<file path="src/rtl/ehbi_pkg.sv">
// ----------------------------------------------------------------------------
// ehbi_pkg
// Types and constants shared by the ELF hash bucket index block.
// ----------------------------------------------------------------------------
package ehbi_pkg;

	localparam int HASH_W    = 28;
	localparam int COUNT_W   = 29;
	localparam int CFG_IDX_W = 2;
	localparam int DIV_STEPS = HASH_W;
	localparam int STEP_CW   = $clog2(DIV_STEPS);

	localparam logic [CFG_IDX_W-1:0] REG_CASE_FOLD    = 2'd0;
	localparam logic [CFG_IDX_W-1:0] REG_BUCKET_COUNT = 2'd1;

	localparam logic [COUNT_W-1:0] BUCKET_COUNT_RST = 29'd1024;

	typedef struct packed {
		logic [7:0] char_byte;
		logic       last_byte;
	} ehbi_in_t;

	typedef struct packed {
		logic [HASH_W-1:0] hash_value;
		logic [HASH_W-1:0] bucket_index;
	} ehbi_out_t;

	typedef struct packed {
		logic hash_en;   // accept a byte into the running hash
		logic start_div; // last byte: capture hash and start the modulo
		logic step;      // one restoring-division step
		logic load_out;  // move the result into the output register
	} ehbi_cmd_t;

endpackage

</file>
<file path="src/rtl/ehbi_ctrl.sv">
// ----------------------------------------------------------------------------
// ehbi_ctrl
// Sequencer: byte handshake, modulo step count and result register valid.
// ----------------------------------------------------------------------------
module ehbi_ctrl
	import ehbi_pkg::*;
(
	input  logic      clk,
	input  logic      arst_n,
	input  logic      byte_valid,
	input  logic      last_byte,
	output logic      byte_stall,
	output logic      result_valid,
	input  logic      result_stall,
	output ehbi_cmd_t cmd
);

	localparam logic [1:0] ST_IDLE = 2'd0;
	localparam logic [1:0] ST_DIV  = 2'd1;
	localparam logic [1:0] ST_HOLD = 2'd2;

	localparam logic [STEP_CW-1:0] LAST_STEP = STEP_CW'(DIV_STEPS - 1);

	logic [1:0]         state_q;
	logic [1:0]         state_nxt;
	logic [STEP_CW-1:0] cnt_q;
	logic               valid_q;
	logic               byte_fire;
	logic               out_free;

	assign byte_stall   = last_byte && (state_q != ST_IDLE);
	assign byte_fire    = byte_valid && !byte_stall;
	assign out_free     = !valid_q || !result_stall;
	assign result_valid = valid_q;

	always_comb begin
		cmd           = '0;
		cmd.hash_en   = byte_fire;
		cmd.start_div = byte_fire && last_byte;
		state_nxt     = state_q;
		case (state_q)
			ST_IDLE: begin
				if (byte_fire && last_byte) begin
					state_nxt = ST_DIV;
				end
			end
			ST_DIV: begin
				cmd.step = 1'b1;
				if (cnt_q == LAST_STEP) begin
					state_nxt = ST_HOLD;
				end
			end
			ST_HOLD: begin
				if (out_free) begin
					cmd.load_out = 1'b1;
					state_nxt    = ST_IDLE;
				end
			end
			default: begin
				state_nxt = ST_IDLE;
			end
		endcase
	end

	always_ff @(posedge clk or negedge arst_n) begin
		if (!arst_n) begin
			state_q <= ST_IDLE;
			cnt_q   <= '0;
			valid_q <= 1'b0;
		end else begin
			state_q <= state_nxt;
			if (state_q == ST_DIV) begin
				cnt_q <= cnt_q + 1'b1;
			end else begin
				cnt_q <= '0;
			end
			if (cmd.load_out) begin
				valid_q <= 1'b1;
			end else if (!result_stall) begin
				valid_q <= 1'b0;
			end
		end
	end

`ifndef SYNTH
	a_div_len: assert property (@(posedge clk) disable iff (!arst_n)
		(state_q == ST_DIV && cnt_q == LAST_STEP) |=> (state_q == ST_HOLD))
		else $error("modulo did not finish after the expected step count");

	a_last_idle: assert property (@(posedge clk) disable iff (!arst_n)
		(byte_valid && !byte_stall && last_byte) |-> (state_q == ST_IDLE))
		else $error("last byte taken while modulo busy");

	a_load_valid: assert property (@(posedge clk) disable iff (!arst_n)
		cmd.load_out |=> result_valid)
		else $error("result load lost");

	a_idle_cnt: assert property (@(posedge clk) disable iff (!arst_n)
		(state_q == ST_IDLE) |-> (cnt_q == '0))
		else $error("step counter not cleared in idle");
`endif

endmodule

</file>
<file path="src/rtl/ehbi_datapath.sv">
// ----------------------------------------------------------------------------
// ehbi_datapath
// Config registers, PJW/ELF running hash, bit-serial modulo, result register.
// ----------------------------------------------------------------------------
module ehbi_datapath
	import ehbi_pkg::*;
(
	input  logic                 clk,
	input  logic                 arst_n,
	input  logic                 cfg_wen,
	input  logic [CFG_IDX_W-1:0] cfg_index,
	input  logic [COUNT_W-1:0]   cfg_data,
	input  ehbi_in_t             byte_beat,
	input  ehbi_cmd_t            cmd,
	output ehbi_out_t            result_beat
);

	logic               case_fold_q;
	logic [COUNT_W-1:0] bucket_count_q;
	logic [HASH_W-1:0]  hash_q;
	logic [HASH_W-1:0]  hash_hold_q;
	logic [HASH_W-1:0]  dvd_q;
	logic [COUNT_W-1:0] rem_q;
	logic [COUNT_W-1:0] dsr_q;
	ehbi_out_t          out_q;

	logic [7:0]         c_fold;
	logic [31:0]        t_sum;
	logic [HASH_W-1:0]  hash_nxt;
	logic [COUNT_W:0]   trial;
	logic [COUNT_W:0]   diff;

	always_comb begin
		c_fold = byte_beat.char_byte;
		if (case_fold_q && (byte_beat.char_byte inside {[8'h41:8'h5A]})) begin
			c_fold = byte_beat.char_byte + 8'h20;
		end
		t_sum    = {hash_q, 4'b0000} + {24'd0, c_fold};
		hash_nxt = {t_sum[27:8], t_sum[7:4] ^ t_sum[31:28], t_sum[3:0]};
	end

	// restoring step; a zero divisor leaves the dividend as remainder
	assign trial = {rem_q, dvd_q[HASH_W-1]};
	assign diff  = trial - {1'b0, dsr_q};

	always_ff @(posedge clk or negedge arst_n) begin
		if (!arst_n) begin
			case_fold_q    <= 1'b0;
			bucket_count_q <= BUCKET_COUNT_RST;
			hash_q         <= '0;
		end else begin
			if (cfg_wen) begin
				case (cfg_index)
					REG_CASE_FOLD:    case_fold_q    <= cfg_data[0];
					REG_BUCKET_COUNT: bucket_count_q <= cfg_data;
					default: ;
				endcase
			end
			if (cmd.hash_en) begin
				hash_q <= byte_beat.last_byte ? '0 : hash_nxt;
			end
		end
	end

	always_ff @(posedge clk) begin
		if (cmd.start_div) begin
			hash_hold_q <= hash_nxt;
			dvd_q       <= hash_nxt;
			rem_q       <= '0;
			dsr_q       <= bucket_count_q;
		end else if (cmd.step) begin
			dvd_q <= {dvd_q[HASH_W-2:0], 1'b0};
			if (trial >= {1'b0, dsr_q}) begin
				rem_q <= diff[COUNT_W-1:0];
			end else begin
				rem_q <= trial[COUNT_W-1:0];
			end
		end
		if (cmd.load_out) begin
			out_q.hash_value   <= hash_hold_q;
			out_q.bucket_index <= rem_q[HASH_W-1:0];
		end
	end

	assign result_beat = out_q;

endmodule

</file>
<file path="src/rtl/elf_hash_bucket_index.sv">
// ----------------------------------------------------------------------------
// elf_hash_bucket_index
// PJW/ELF hash of a streamed symbol name with bucket index by modulo.
//
//   channel  | handshake                  | beat
//   byte     | byte_valid / byte_stall    | byte_beat   (char_byte, last_byte)
//   result   | result_valid / result_stall| result_beat (hash_value, bucket_index)
//   config   | cfg_wen                    | cfg_index, cfg_data
//
// Non-last bytes are taken one per cycle, also while a modulo is running.
// A last byte starts a 28-step restoring modulo (one bit per cycle); after
// the last step the result is loaded once the output register is free.
// A last byte is stalled while the modulo unit is busy or its result waits.
// The output register holds one result; result_stall keeps it in place.
// Reset clears the running hash and loads case_fold 0, bucket_count 1024.
// ----------------------------------------------------------------------------
module elf_hash_bucket_index
	import ehbi_pkg::*;
(
	input  logic                 clk,
	input  logic                 arst_n,
	input  logic                 cfg_wen,
	input  logic [CFG_IDX_W-1:0] cfg_index,
	input  logic [COUNT_W-1:0]   cfg_data,
	input  logic                 byte_valid,
	output logic                 byte_stall,
	input  ehbi_in_t             byte_beat,
	output logic                 result_valid,
	input  logic                 result_stall,
	output ehbi_out_t            result_beat
);

	ehbi_cmd_t cmd;

	ehbi_ctrl u_ctrl (
		.clk          (clk),
		.arst_n       (arst_n),
		.byte_valid   (byte_valid),
		.last_byte    (byte_beat.last_byte),
		.byte_stall   (byte_stall),
		.result_valid (result_valid),
		.result_stall (result_stall),
		.cmd          (cmd)
	);

	ehbi_datapath u_dp (
		.clk         (clk),
		.arst_n      (arst_n),
		.cfg_wen     (cfg_wen),
		.cfg_index   (cfg_index),
		.cfg_data    (cfg_data),
		.byte_beat   (byte_beat),
		.cmd         (cmd),
		.result_beat (result_beat)
	);

endmodule

</file>
<file path="config.mk">
export PLATFORM = sky130hd
export DESIGN_NAME = elf_hash_bucket_index
export DESIGN_NICKNAME = d
export VERILOG_FILES = /design/src/rtl/ehbi_pkg.sv /design/src/rtl/ehbi_ctrl.sv /design/src/rtl/ehbi_datapath.sv /design/src/rtl/elf_hash_bucket_index.sv
export SDC_FILE = /design/constraint.sdc
export NUM_CORES = 1
export LEC_CHECK = 0
export ABC_AREA = 1
export BUFFER_PORTS_ARGS = -buffer_cell sky130_fd_sc_hd__buf_2
export CORE_ASPECT_RATIO = 0.5
export CORE_MARGIN = 2
export CORE_UTILIZATION = 30
export DETAILED_ROUTE_END_ITERATION = 6
export GPL_ROUTABILITY_DRIVEN = 0
export SETUP_SLACK_MARGIN = 0.2
export SLEW_MARGIN = 20
export SYNTH_ARGS = -nofsm -noshare
export SYNTH_HDL_FRONTEND = slang
export SYNTH_SLANG_ARGS = --single-unit
</file>
<file path="constraint.sdc">
create_clock -name clk -period 4.95 [get_ports clk]
set_input_delay 0.2475 -clock clk [delete_from_list [all_inputs] [get_ports clk]]
set_output_delay 0.2475 -clock clk [all_outputs]
set_load 0.03 [all_outputs]
</file>
[Word level (Yosys, flattened, before mapping)]
Index checks and enable logic that the tools add are counted.
Widths: inputs -> output; s select.
Word-level totals
  flip-flop bits (word level): 236
  input bits: 45
  output and inout bits: 58
  word-level logic and storage cells: 59
Operators by class
  add/sub/neg operators: 4
  $lt $le $gt $ge: 3
  equal/unequal tests: 8
  multiplexer cells: 15
  bitwise logic cells: 1
  reduce and logical (&&, ||, !) cells: 16
Operators with widths (count)
  $mux 28: 3
  $add 32x8->32: 1
  $ge 30x29->1: 1
  $mux 29: 1
  $sub 29x29->29: 1
  $add 8x6->8 const B: 1
  $ge 8x7->1 const B: 1
  $le 8x7->1 const B: 1
  $mux 8: 1
  $mux 2: 3
  $ne 2x1->1 const B: 3
  $pmux 2 s3: 1
  $add 5x1->5 const B: 1
  $eq 5x5->1 const B: 1
  $logic_and 1x1->1: 5
  $mux 1: 5
  $mux 5: 1
  $eq 2x1->1 const B: 2
  $logic_not 2->1: 2
  $reduce_and 2->1: 2
  $reduce_bool 2->1: 2
  $xor 4x4->4: 1
  $logic_not 1->1: 3
  $reduce_and 3->1: 1
  3 further kinds: 3

[Logic depth before layout (Yosys ltp)]
Gate-level depths: netlist (run 1).
  word-level depth: 7
  depth in mapped cells: 19
  mapped depth without buffers: 19

[Hierarchy]
Synthesis (run 1) repeated with hierarchy kept, for this count alone.
Second synthesis, totals
  cells, all modules: 1275
  area total of the unflattened synthesis: 11681.2 sq um
Modules (own cells, without submodules)
  ehbi_datapath: times used 1, cells each 1223, area each 11273.3 sq um, seq. area each 6267.3 sq um
  ehbi_ctrl: times used 1, cells each 52, area each 407.9 sq um, seq. area each 200.2 sq um

[Worst setup path after synthesis (run 1)]
No wires, ideal clock.
  kind: reg2reg
  start point: reg u_ctrl.state_q[0]
  end point: reg u_dp.out_q, in the netlist u_dp.result_beat[0] (enable)
  setup time: 0.489 ns
  arrival time: 3.236 ns
  required time: 4.461 ns
  slack: 1.226 ns
  cell stages (with the launch flop): 4
  period minus slack after synthesis: 3.724 ns
  cell sequence: dfrtp_1 > inv_1 > nand2_1 > a21oi_1
RTL lines
  from (decl): RTL line ehbi_ctrl.sv:24  | logic [1:0] state_q;
  from (signal assigned): RTL line ehbi_ctrl.sv:71  | state_q <= state_nxt;
  to (decl): RTL line ehbi_datapath.sv:25  | ehbi_out_t out_q;

[Worst setup path in the final report (run 1)]
  start point: reg u_ctrl.state_q[1]
  end point: reg u_dp.hash_hold_q[0] (enable)
Between the ends
  word-level cells in the longest chain between the ends: 5
RTL lines
  $reduce_bool 2->1: RTL line ehbi_ctrl.sv:31  | assign byte_stall = last_byte && (state_q != ST_IDLE);
  $logic_and 1x1->1: RTL line ehbi_ctrl.sv:31
  $logic_not 1->1: RTL line ehbi_ctrl.sv:32  | assign byte_fire = byte_valid && !byte_stall;
  $logic_and 1x1->1: RTL line ehbi_ctrl.sv:32
  $logic_and 1x1->1: RTL line ehbi_ctrl.sv:39  | cmd.start_div = byte_fire && last_byte;
  to (signal assigned): RTL line ehbi_datapath.sv:67  | hash_hold_q <= hash_nxt;
  to (decl): RTL line ehbi_datapath.sv:21  | logic [HASH_W-1:0] hash_hold_q;
No other way between the ends.
A chain may end at the register's enable or synchronous reset.

==> results of run 1 <==
==> area by class of cell <==
type	count	area (sq um)	share of cell area [%]
flip-flops and latches	236	6470	45.7
repair buffers	146	948	6.71
clock inverters	20	360	2.55
inverters	188	706	4.99
well taps	530	663	4.69
multi-input cells	811	4370	30.9
clock buffers	26	629	4.45
==> flip-flops by register name, summed over array words and instances, names as in the netlist <==
name,cells
u_ctrl.result_valid,1
u_ctrl.cnt_q,5
u_dp.rem_q,29
u_dp.dvd_q,28
u_dp.dsr_q,29
u_ctrl.state_q,2
u_dp.hash_q,28
u_dp.case_fold_q,1
u_dp.result_beat,56
u_dp.bucket_count_q,29
u_dp.hash_hold_q,28
==> logic make-up after synthesis <==
family                     Yosys count  synth area share, %
and+or+nand+nor                    615                 23.2
DFF                                236                 55.4
buffers and inverters              210                 7.31
AOI/OAI and AO/OA                   93                 4.38
xor gates and xnor gates            38                 2.98
adders and majority gates           37                 4.09
muxes                               28                 2.70
==> cell usage in the layout, fill, tap and decap left out, types with 4 or more instances in the layout <==
cell type,count
o21ai_1,11
nor4_1,4
nand3b_1,4
clkbuf_16,25
dlygate4sd3_1,35
dfxtp_1,29
nand2_1,372
inv_1,185
dfrtp_1,65
nor3_1,14
ha_1,35
nand4_1,15
edfxtp_1,141
xor2_1,26
mux2_2,28
buf_2,102
nor2_2,42
nor2_1,65
nand3_1,71
o21bai_1,4
xnor2_1,10
nand2_2,9
clkinv_2,4
buf_4,8
o21ai_0,38
o22ai_1,9
a21oi_1,21
bufinv_16,9
==> worst max path at each step <==
stage | endpoint | slack [ps] | start
5_1_grt | u_dp.dvd_q[7] | 1330 | u_ctrl.state_q[1]
4_1_cts | u_dp.hash_hold_q[3] | 1640 | u_ctrl.state_q[1]
2_1_floorplan | u_dp.result_beat[0] | 1230 | u_ctrl.state_q[0]
6_report | u_dp.hash_hold_q[0] | 1750 | u_ctrl.state_q[1]
3_5_place_dp | u_dp.hash_hold_q[3] | 1670 | u_ctrl.state_q[1]
3_3_place_gp | u_dp.hash_hold_q[3] | 1750 | u_ctrl.state_q[1]
==> per-layer routing <==
layer / up-vias / track usage, %
met1: 3935 / 16.2
met4: 0 / 3.78
met2: 123 / 23.3
li1: 4372 / -
met3: 46 / 1.98
met5: - / 0
==> worst min-delay path, stage by stage <==
cell and delay (ps):
buf_2 90, inv_1 80, a31oi_1 90
==> power breakdown <==
group	switching, mW	internal, mW	leakage (nW)
sequential	0.301	2.63	2.42
combinational	1.83	1.03	3.52
clock	0.809	1.41	0.479
==> flow_summary.yaml, run 1 <==
global_routing:
  grt_first_pass_wirelength_um: 42500
  grt_util_all_layers_pct: 12.9
  antenna_found_initial: 0
  grt_pass1_vias: 8348
  grt_overflow: 0
  grt_max_degree: 56
cts:
  clkLatencyLatePin_ps: 540
  clock_path_buffers: 3
  cts_sinks: 236
  post-cts-setup-buffer-count: 0
  cts_tree: "done"
  cts_max_level: 1
  path_clk_slew_ps: 60
  cts_resized: 0
  clockRootBuffer: "clkbuf_16"
  cts_hold_buf: 35
  cts_buffers: 25
sta:
  fin_skew_ps: 8.60
  hold_ws_ps: 21.4
  worst_pin_slew_ps: 1000
  maxSlewHeadroom_pct: 33.0
  final-setup-viol-count: 0
  min_period_ps: 3200
  rsz0062_at_grt: "no"
  period_share_pct: 64.7
  timing.fmax_ghz: 0.312
  drv_slew: 0
  setup_slack_ps: 1750
  tns_ps: 0
  hold_violations: 0
yosys:
  netlist_top_cells_area: "edfxtp_1, dfrtp_1, nand2_1, inv_1, dfxtp_1"
  ys_seq_area_share_pct: 55.4
  synth_common_cells: "nand2_1, inv_1, edfxtp_1, nand3_1"
  synthCells: 1257
  async_flop_share_pct: 28.0
  ys.flop_type: "edfxtp_1"
  synth_most_common_cell: "nand2_1"
  yosys.area.top_type: "edfxtp_1"
  syn_nets: 1339
  yosysWarnings: 0
  synth_top_area_share_pct: 36.3
  yosysUniqueCellTypes: 49
  syn_area_per_cell_sq_um: 9.29
  ys_seq_elements: 236
  netlist_area_sq_mm: 0.0117
  synth-edff-count: 141
route:
  viasPerCell: 4.33
  ant_nets: 0
  drc: 0
  wl_per_cell_um: 13.4
  dr_wl_met2_um: 12900
  num_vias: 8476
  routed_wl_um: 26200
  wl_met3_um: 868
  drt_first_pass_iters: 5
  drtIter0Drc: 552
  met1_length_um: 11700
  top_layer_used: "met4"
floorplanning:
  fp.coreArea_sq_mm: 0.0386
  dieArea_sq_mm: 0.0406
  initial_core_util_pct: 30.3
  io_pins: 103
  die_w_um: 283
  rows: 51
  die_h_um: 144
power:
  powerDensity_mw_per_mm2: 567
  ir_drop_v: 0.000252
  power_mw: 8.02
  leakage_nw: 6.42
cells_and_area:
  syn_to_final_growth_pct: 21.1
  nets: 1490
  fin_util_pct: 36.6
  final_layout_size_suffix_gt1_share_pct: 18.1
  nFillCells: 3868
  final_cells: 1957
  final_area_sq_mm: 0.0141
  n_antenna_cell: 0
critical_path:
  worstReg2RegEnd: "u_dp.hash_hold_q[0]"
  cp_cell_sequence: "nor2_1 > o21ai_2 > buf_4 > inv_2 > nand2_2 > buf_4 > inv_2 > buf_4"
  endpoint_kind: "flop"
  path_max_fanout: 40
  cp_data_arrival_time_ps: 3370
  worstSetupStartpointType: "flop"
  crit_required_ps: 5120
  path_depth: 8
  worst_path_dominant_cell_family: "buffers and inverters"
  cpMostUsedCell: "buf_4"
  slowest_delay_ps: 560
  path_buf_inv: 5
  crit_slowest_cell: "buf_4"
  ff2ff_setup_slack_ps: 1750
  reg2reg_depth: 8
  r2r_start: "u_ctrl.state_q[1]"
  crit_type: "flop to flop"
worst_hold_path:
  whs_path_depth: 3
  min_to: "u_dp.case_fold_q"
  min_from: "cfg_data[0]"
  worstHoldPathType: "primary input to flop"
placed_design:
  port-buffer-count: 102
  dp_slack_ps: 1670
  dp_hpwl_um: 19200
  dpl-instance-area_sq_mm: 0.0128
  placed_cells: 1875
run_status:
  status: "complete, no violations"
flow_run:
  maxCapViolations: 0
(Power assumes the default switching activity.)
==> inputs of run 2 (changes only) <==
- clock period: 4.95 -> 3.1 ns (I/O delays scaled with it)
==> run 2 against run 1 <==
  * Clock skew is 3.2 ps higher
  * Non-clock buffer count is 8 higher
  * Utilization decreased by 0.15 points
  * Sequential power up 59%
  * Critical path type is now primary input to flop
  * First-iteration DRC count decreased by 16%
  * Largest cell class unchanged
  * Clock power is 35% higher
  * Worst setup slack worse by 1300 ps
==> flow_summary.yaml, run 2 (synthesized netlist as in run 1, its figures left out) <==
run_status:
  status: "complete, no violations"
sta:
  fin_skew_ps: 11.8
  maxSlewHeadroom_pct: 40.1
  tns_ps: 0
  setup_slack_ps: 424
  hold_ws_ps: 117
  final-setup-viol-count: 0
  period_share_pct: 86.3
  timing.fmax_ghz: 0.374
  worst_pin_slew_ps: 898
  hold_violations: 0
  min_period_ps: 2680
  rsz0062_at_grt: "no"
  drv_slew: 0
global_routing:
  antenna_found_initial: 0
  grt_overflow: 0
  grt_util_all_layers_pct: 13.2
  grt_max_degree: 67
  grt_first_pass_wirelength_um: 43100
  grt_pass1_vias: 8330
cells_and_area:
  n_antenna_cell: 0
  final_layout_size_suffix_gt1_share_pct: 18.1
  final_cells: 1963
  syn_to_final_growth_pct: 20.6
  nets: 1497
  largest_reg_flops: 56
  final_cell_mix: "nand2_1, inv_1, edfxtp_1"
  layout_commonest_cell: "nand2_1"
  nFillCells: 3862
  multi_input_area_sq_mm: 0.00438
  seqCellArea_sq_mm: 0.00647
route:
  ant_nets: 0
  wl_per_cell_um: 13.6
  num_vias: 8492
  drt_first_pass_iters: 5
  routed_wl_um: 26600
  viasPerCell: 4.33
  drtIter0Drc: 462
  drc: 0
critical_path:
  r2r_start: "u_dp.case_fold_q"
  crit_slowest_cell: "dlygate4sd3_1"
  cp_data_arrival_time_ps: 2990
  cpMostUsedCell: "nand2_1"
  cp_cell_sequence: "dlygate4sd3_1 > buf_2 > nor2_1 > nor3_1 > o21ai_0 > nand3_1 > inv_1 > nor2_1 > fa_1 > nand3b_1 > nand2_1 > inv_1 > nor3_4 > nand2_1 > nor2_2 > nand2_1 > nand2_1 > nand2_1 > nand2_1 > nand2_1"
  endpoint_kind: "flop"
  crit_end: "u_dp.dvd_q[6]"
  crit_type: "primary input to flop"
  crit_required_ps: 3410
  worstSetupStartpointType: "primary input"
  worst_path_dominant_cell_family: "simple AND/OR/NAND/NOR gates"
  ff2ff_setup_slack_ps: 440
  reg2reg_depth: 16
  slowest_delay_ps: 540
  path_buf_inv: 4
  worstReg2RegEnd: "u_dp.dvd_q[6]"
  path_depth: 20
  startpoint: "byte_beat[3]"
  path_max_fanout: 4
floorplanning:
  fp.coreArea_sq_mm: 0.0386
  rows: 51
  dieArea_sq_mm: 0.0406
  io_pins: 103
  die_w_um: 283
  die_h_um: 144
  initial_core_util_pct: 30.3
cts:
  post-cts-setup-buffer-count: 0
  cts_buffers: 24
  cts_tree: "done"
  cts_sinks: 236
  clock_path_buffers: 3
  path_clk_slew_ps: 60
  clkLatencyLatePin_ps: 550
  cts_max_level: 1
  clockRootBuffer: "clkbuf_16"
power:
  powerDensity_mw_per_mm2: 876
  leakage_nw: 6.40
  power_mw: 12.3
  ir_drop_v: 0.000344
flow_run:
  maxCapViolations: 0
placed_design:
  dp_slack_ps: 364
  port-buffer-count: 102
  dp_hpwl_um: 19500
  placed_cells: 1882
worst_hold_path:
  worstHoldPathType: "primary input to flop"
## run 2: changes by cell type in the layout (fill, tap and decap cells not counted), moves of 3 or more
cell / previous run / this run
bufinv_16: 9 / 1
buf_4: 8 / 12
clkbuf_1: 1 / 5
buf_12: 0 / 3
clkinv_4: 3 / 0
## run 2: worst min path at each step
stage / start / end / cells after the start
6_report: byte_valid / u_dp.hash_q[23] / 5
5_1_grt: byte_valid / u_dp.hash_q[6] / 5
4_1_cts: byte_valid / u_dp.hash_q[23] / 5
3_5_place_dp: byte_beat[4] / u_dp.hash_hold_q[3] / 1
3_3_place_gp: byte_beat[4] / u_dp.hash_hold_q[3] / 1
2_1_floorplan: arst_n / u_ctrl.cnt_q[0] / 0
## run 2: layout make-up
type | instances | area share (%)
sequential | 236 | 45.9
multi-input combinational | 811 | 31.1
timing repair buffer | 154 | 7.32
clock buffer | 34 | 5.13
inverter | 188 | 5.01
tap | 530 | 4.71
clock inverter | 10 | 0.791
## run 2: power breakdown
part           switching [mW]  internal [mW]  total (mW)  leakage [nW]
Clock                    1.26           1.73        2.99         0.399
Sequential              0.475           4.20        4.67          2.42
Combinational            2.95           1.73        4.68          3.58
## run 2: routing by layer
layer | vias up | track usage [%] | share of wire [%] | wire length (um)
met4 | 0 | 4.26 | 3.0 | 799
met5 | - | 0 | 0 | 0
li1 | 4376 | - | - | -
met2 | 100 | 23.9 | 49 | 13100
met3 | 53 | 2.41 | 3.2 | 840
met1 | 3963 | 16.1 | 45 | 11900
## run 2: tightest hold or removal path, stage by stage
cell and delay (ps):
buf_2 90, o21ai_2 70, buf_4 200, nand2_1 70, nand2_1 40
## run 2: stage by stage
stage | utilization (%) | instance area [sq um]
2_1_floorplan | - | 11700
3_3_place_gp | 33.3 | 12900
3_5_place_dp | 33.3 | 12900
4_1_cts | 36.4 | 14100
5_1_grt | 36.5 | 14100
6_report | 36.5 | 14100
## run 2: repair_timing
item / 4_1_cts / 5_1_grt
hold endpoints to repair: 106 / 0
gates resized for setup: 0 / 3
hold buffers: 37 / 0
setup endpoints to repair: 0 / 6
==> inputs of run 3 (changes only) <==
- CORE_UTILIZATION: 30 -> 45
- PLACE_DENSITY: not set -> 0.64
==> run 3 against run 2 <==
  * Final cell count shrank 9.6%
  * Power grew 1.9%
  * Clock power grew 6%
  * First-iteration DRC count grew 10%
  * Routed wire length grew 0.91%
  * Non-clock buffer count is the same
  * Fmax shrank 0.49%
  * Utilization grew 18 points
  * Global-route usage grew 7.0 points
  * Design area shrank 1.1%
  * Critical path depth is the same
  * Critical endpoint unchanged
  * Largest power group unchanged
==> flow_summary.yaml, run 3 (synthesized netlist as in run 1, its figures left out) <==
run_status:
  status: "complete, no violations"
cells_and_area:
  final_cell_mix: "nand2_1, inv_1, edfxtp_1"
  final_layout_size_suffix_gt1_share_pct: 18.7
  nets: 1496
  syn_to_final_growth_pct: 19.3
  largest_reg_flops: 56
  n_antenna_cell: 0
  final_area_sq_mm: 0.0139
  final_cells: 1775
  layout_commonest_cell: "nand2_1"
  fin_util_pct: 55.0
cts:
  cts_buffers: 23
  clockRootBuffer: "clkbuf_16"
  clkLatencyLatePin_ps: 550
  cts_tree: "done"
  path_clk_slew_ps: 70
  clock_path_buffers: 3
  cts_sinks: 236
  cts_max_level: 1
route:
  routed_wl_um: 26900
  num_vias: 8753
  drc: 0
  ant_nets: 0
  drt_first_pass_iters: 5
  drtIter0Drc: 508
  viasPerCell: 4.93
  wl_per_cell_um: 15.1
sta:
  tns_ps: 0
  period_share_pct: 86.8
  final-setup-viol-count: 0
  min_period_ps: 2690
  drv_slew: 0
  hold_violations: 0
  setup_slack_ps: 410
  rsz0062_at_grt: "yes"
  maxSlewHeadroom_pct: 52.8
  fin_skew_ps: 23.5
  timing.fmax_ghz: 0.372
  worst_pin_slew_ps: 706
  hold_ws_ps: 125
critical_path:
  slowest_delay_ps: 550
  path_max_fanout: 3
  cp_cell_sequence: "dlygate4sd3_1 > buf_2 > nor2_2 > nor3_1 > o21ai_0 > nand3_1 > inv_1 > nor2_1 > fa_2 > nand3b_1 > nand2_2 > inv_1 > nor3_4 > nand2_2 > nor2_4 > nand2_1 > nand2_1 > nand2_1 > nand2_1 > nand2_1"
  crit_end: "u_dp.dvd_q[6]"
  ff2ff_setup_slack_ps: 480
  cpMostUsedCell: "nand2_1"
  startpoint: "byte_beat[2]"
  crit_required_ps: 3390
  crit_slowest_cell: "dlygate4sd3_1"
  reg2reg_depth: 16
  endpoint_kind: "flop"
  worstSetupStartpointType: "primary input"
  r2r_start: "u_dp.case_fold_q"
  cp_data_arrival_time_ps: 2980
  crit_type: "primary input to flop"
  worstReg2RegEnd: "u_dp.dvd_q[6]"
power:
  leakage_nw: 6.42
  ir_drop_v: 0.000452
  power_mw: 12.6
  powerDensity_mw_per_mm2: 903
floorplanning:
  fp.coreArea_sq_mm: 0.0253
  io_pins: 103
  initial_core_util_pct: 46.1
  die_h_um: 118
  die_w_um: 232
  rows: 41
  dieArea_sq_mm: 0.0273
worst_hold_path:
  worstHoldPathType: "primary input to flop"
  whs_path_depth: 5
flow_run:
  maxCapViolations: 0
global_routing:
  grt_first_pass_wirelength_um: 44400
  grt_overflow: 0
  grt_pass1_vias: 8770
  antenna_found_initial: 0
  grt_util_all_layers_pct: 20.3
  grt_max_degree: 46
placed_design:
  dp_slack_ps: 348
  port-buffer-count: 102
  placed_cells: 1694
  dpl-instance-area_sq_mm: 0.0126
  dp_hpwl_um: 19400
run 3: cell count changes in the layout (fill, tap and decap cells not counted), moves of 2 or more:
cell,change
xor2_2,+2
clkinv_1,+2
xor2_1,-2
nand2_1,-4
clkbuf_16,-4
clkbuf_1,-5
nand2_2,+4
bufinv_16,+5
nor2_4,+3
nor2_2,-2
run 3: worst max-delay path: cells and delay by family:
| kind | cells | cell delay [ps] |
|---|---|---|
| buffers and inverters | 4 | 880 |
| AO/OA/AOI/OAI | 1 | 80 |
| adder cells (fa/ha/maj) | 1 | 380 |
| AND/OR/NAND/NOR | 14 | 1470 |
run 3: worst min-delay path by stage:
| stage | from | end | slack, ps |
|---|---|---|---|
| 2_1_floorplan | arst_n | u_ctrl.cnt_q[0] | -140 |
| 3_3_place_gp | arst_n | u_dp.hash_q[3] | 180 |
| 3_5_place_dp | arst_n | u_dp.hash_q[2] | 170 |
| 4_1_cts | byte_valid | u_dp.hash_q[7] | 120 |
| 5_1_grt | byte_valid | u_dp.hash_q[21] | 150 |
| 6_report | byte_valid | u_dp.hash_q[7] | 120 |
run 3: routing by layer:
layer | GRT usage, % | up-vias | part of all wire [%]
li1 | - | 4366 | -
met1 | 27.7 | 4142 | 45
met2 | 33.3 | 190 | 47
met3 | 3.15 | 55 | 4.9
met4 | 6.05 | 0 | 2.7
met5 | 0 | - | 0
run 3: final cells by class:
cell class | count | area, sq um
tap | 344 | 430
timing repair buffer | 154 | 1030
inverter | 188 | 706
clock inverter | 18 | 265
multi-input combinational | 811 | 4440
fill | 2244 | 11400
sequential | 236 | 6470
clock buffer | 24 | 589
run 3: what timing repair did:
| action | CTS | global route |
|---|---|---|
| buffers inserted | 0 | 1 |
| endpoints found under the hold margin | 63 | 0 |
| hold buffers | 38 | 0 |
| endpoints found under the setup margin | 0 | 26 |
| resized for setup | 0 | 15 |
run 3: report_power, final:
| group | total (mW) | leakage, nW | switching [mW] | internal, mW |
|---|---|---|---|---|
| Combinational | 4.74 | 3.58 | 3.01 | 1.73 |
| Sequential | 4.68 | 2.42 | 0.480 | 4.20 |
| Clock | 3.16 | 0.417 | 1.26 | 1.90 |
| Total | 12.6 | 6.42 | 4.75 | 7.83 |
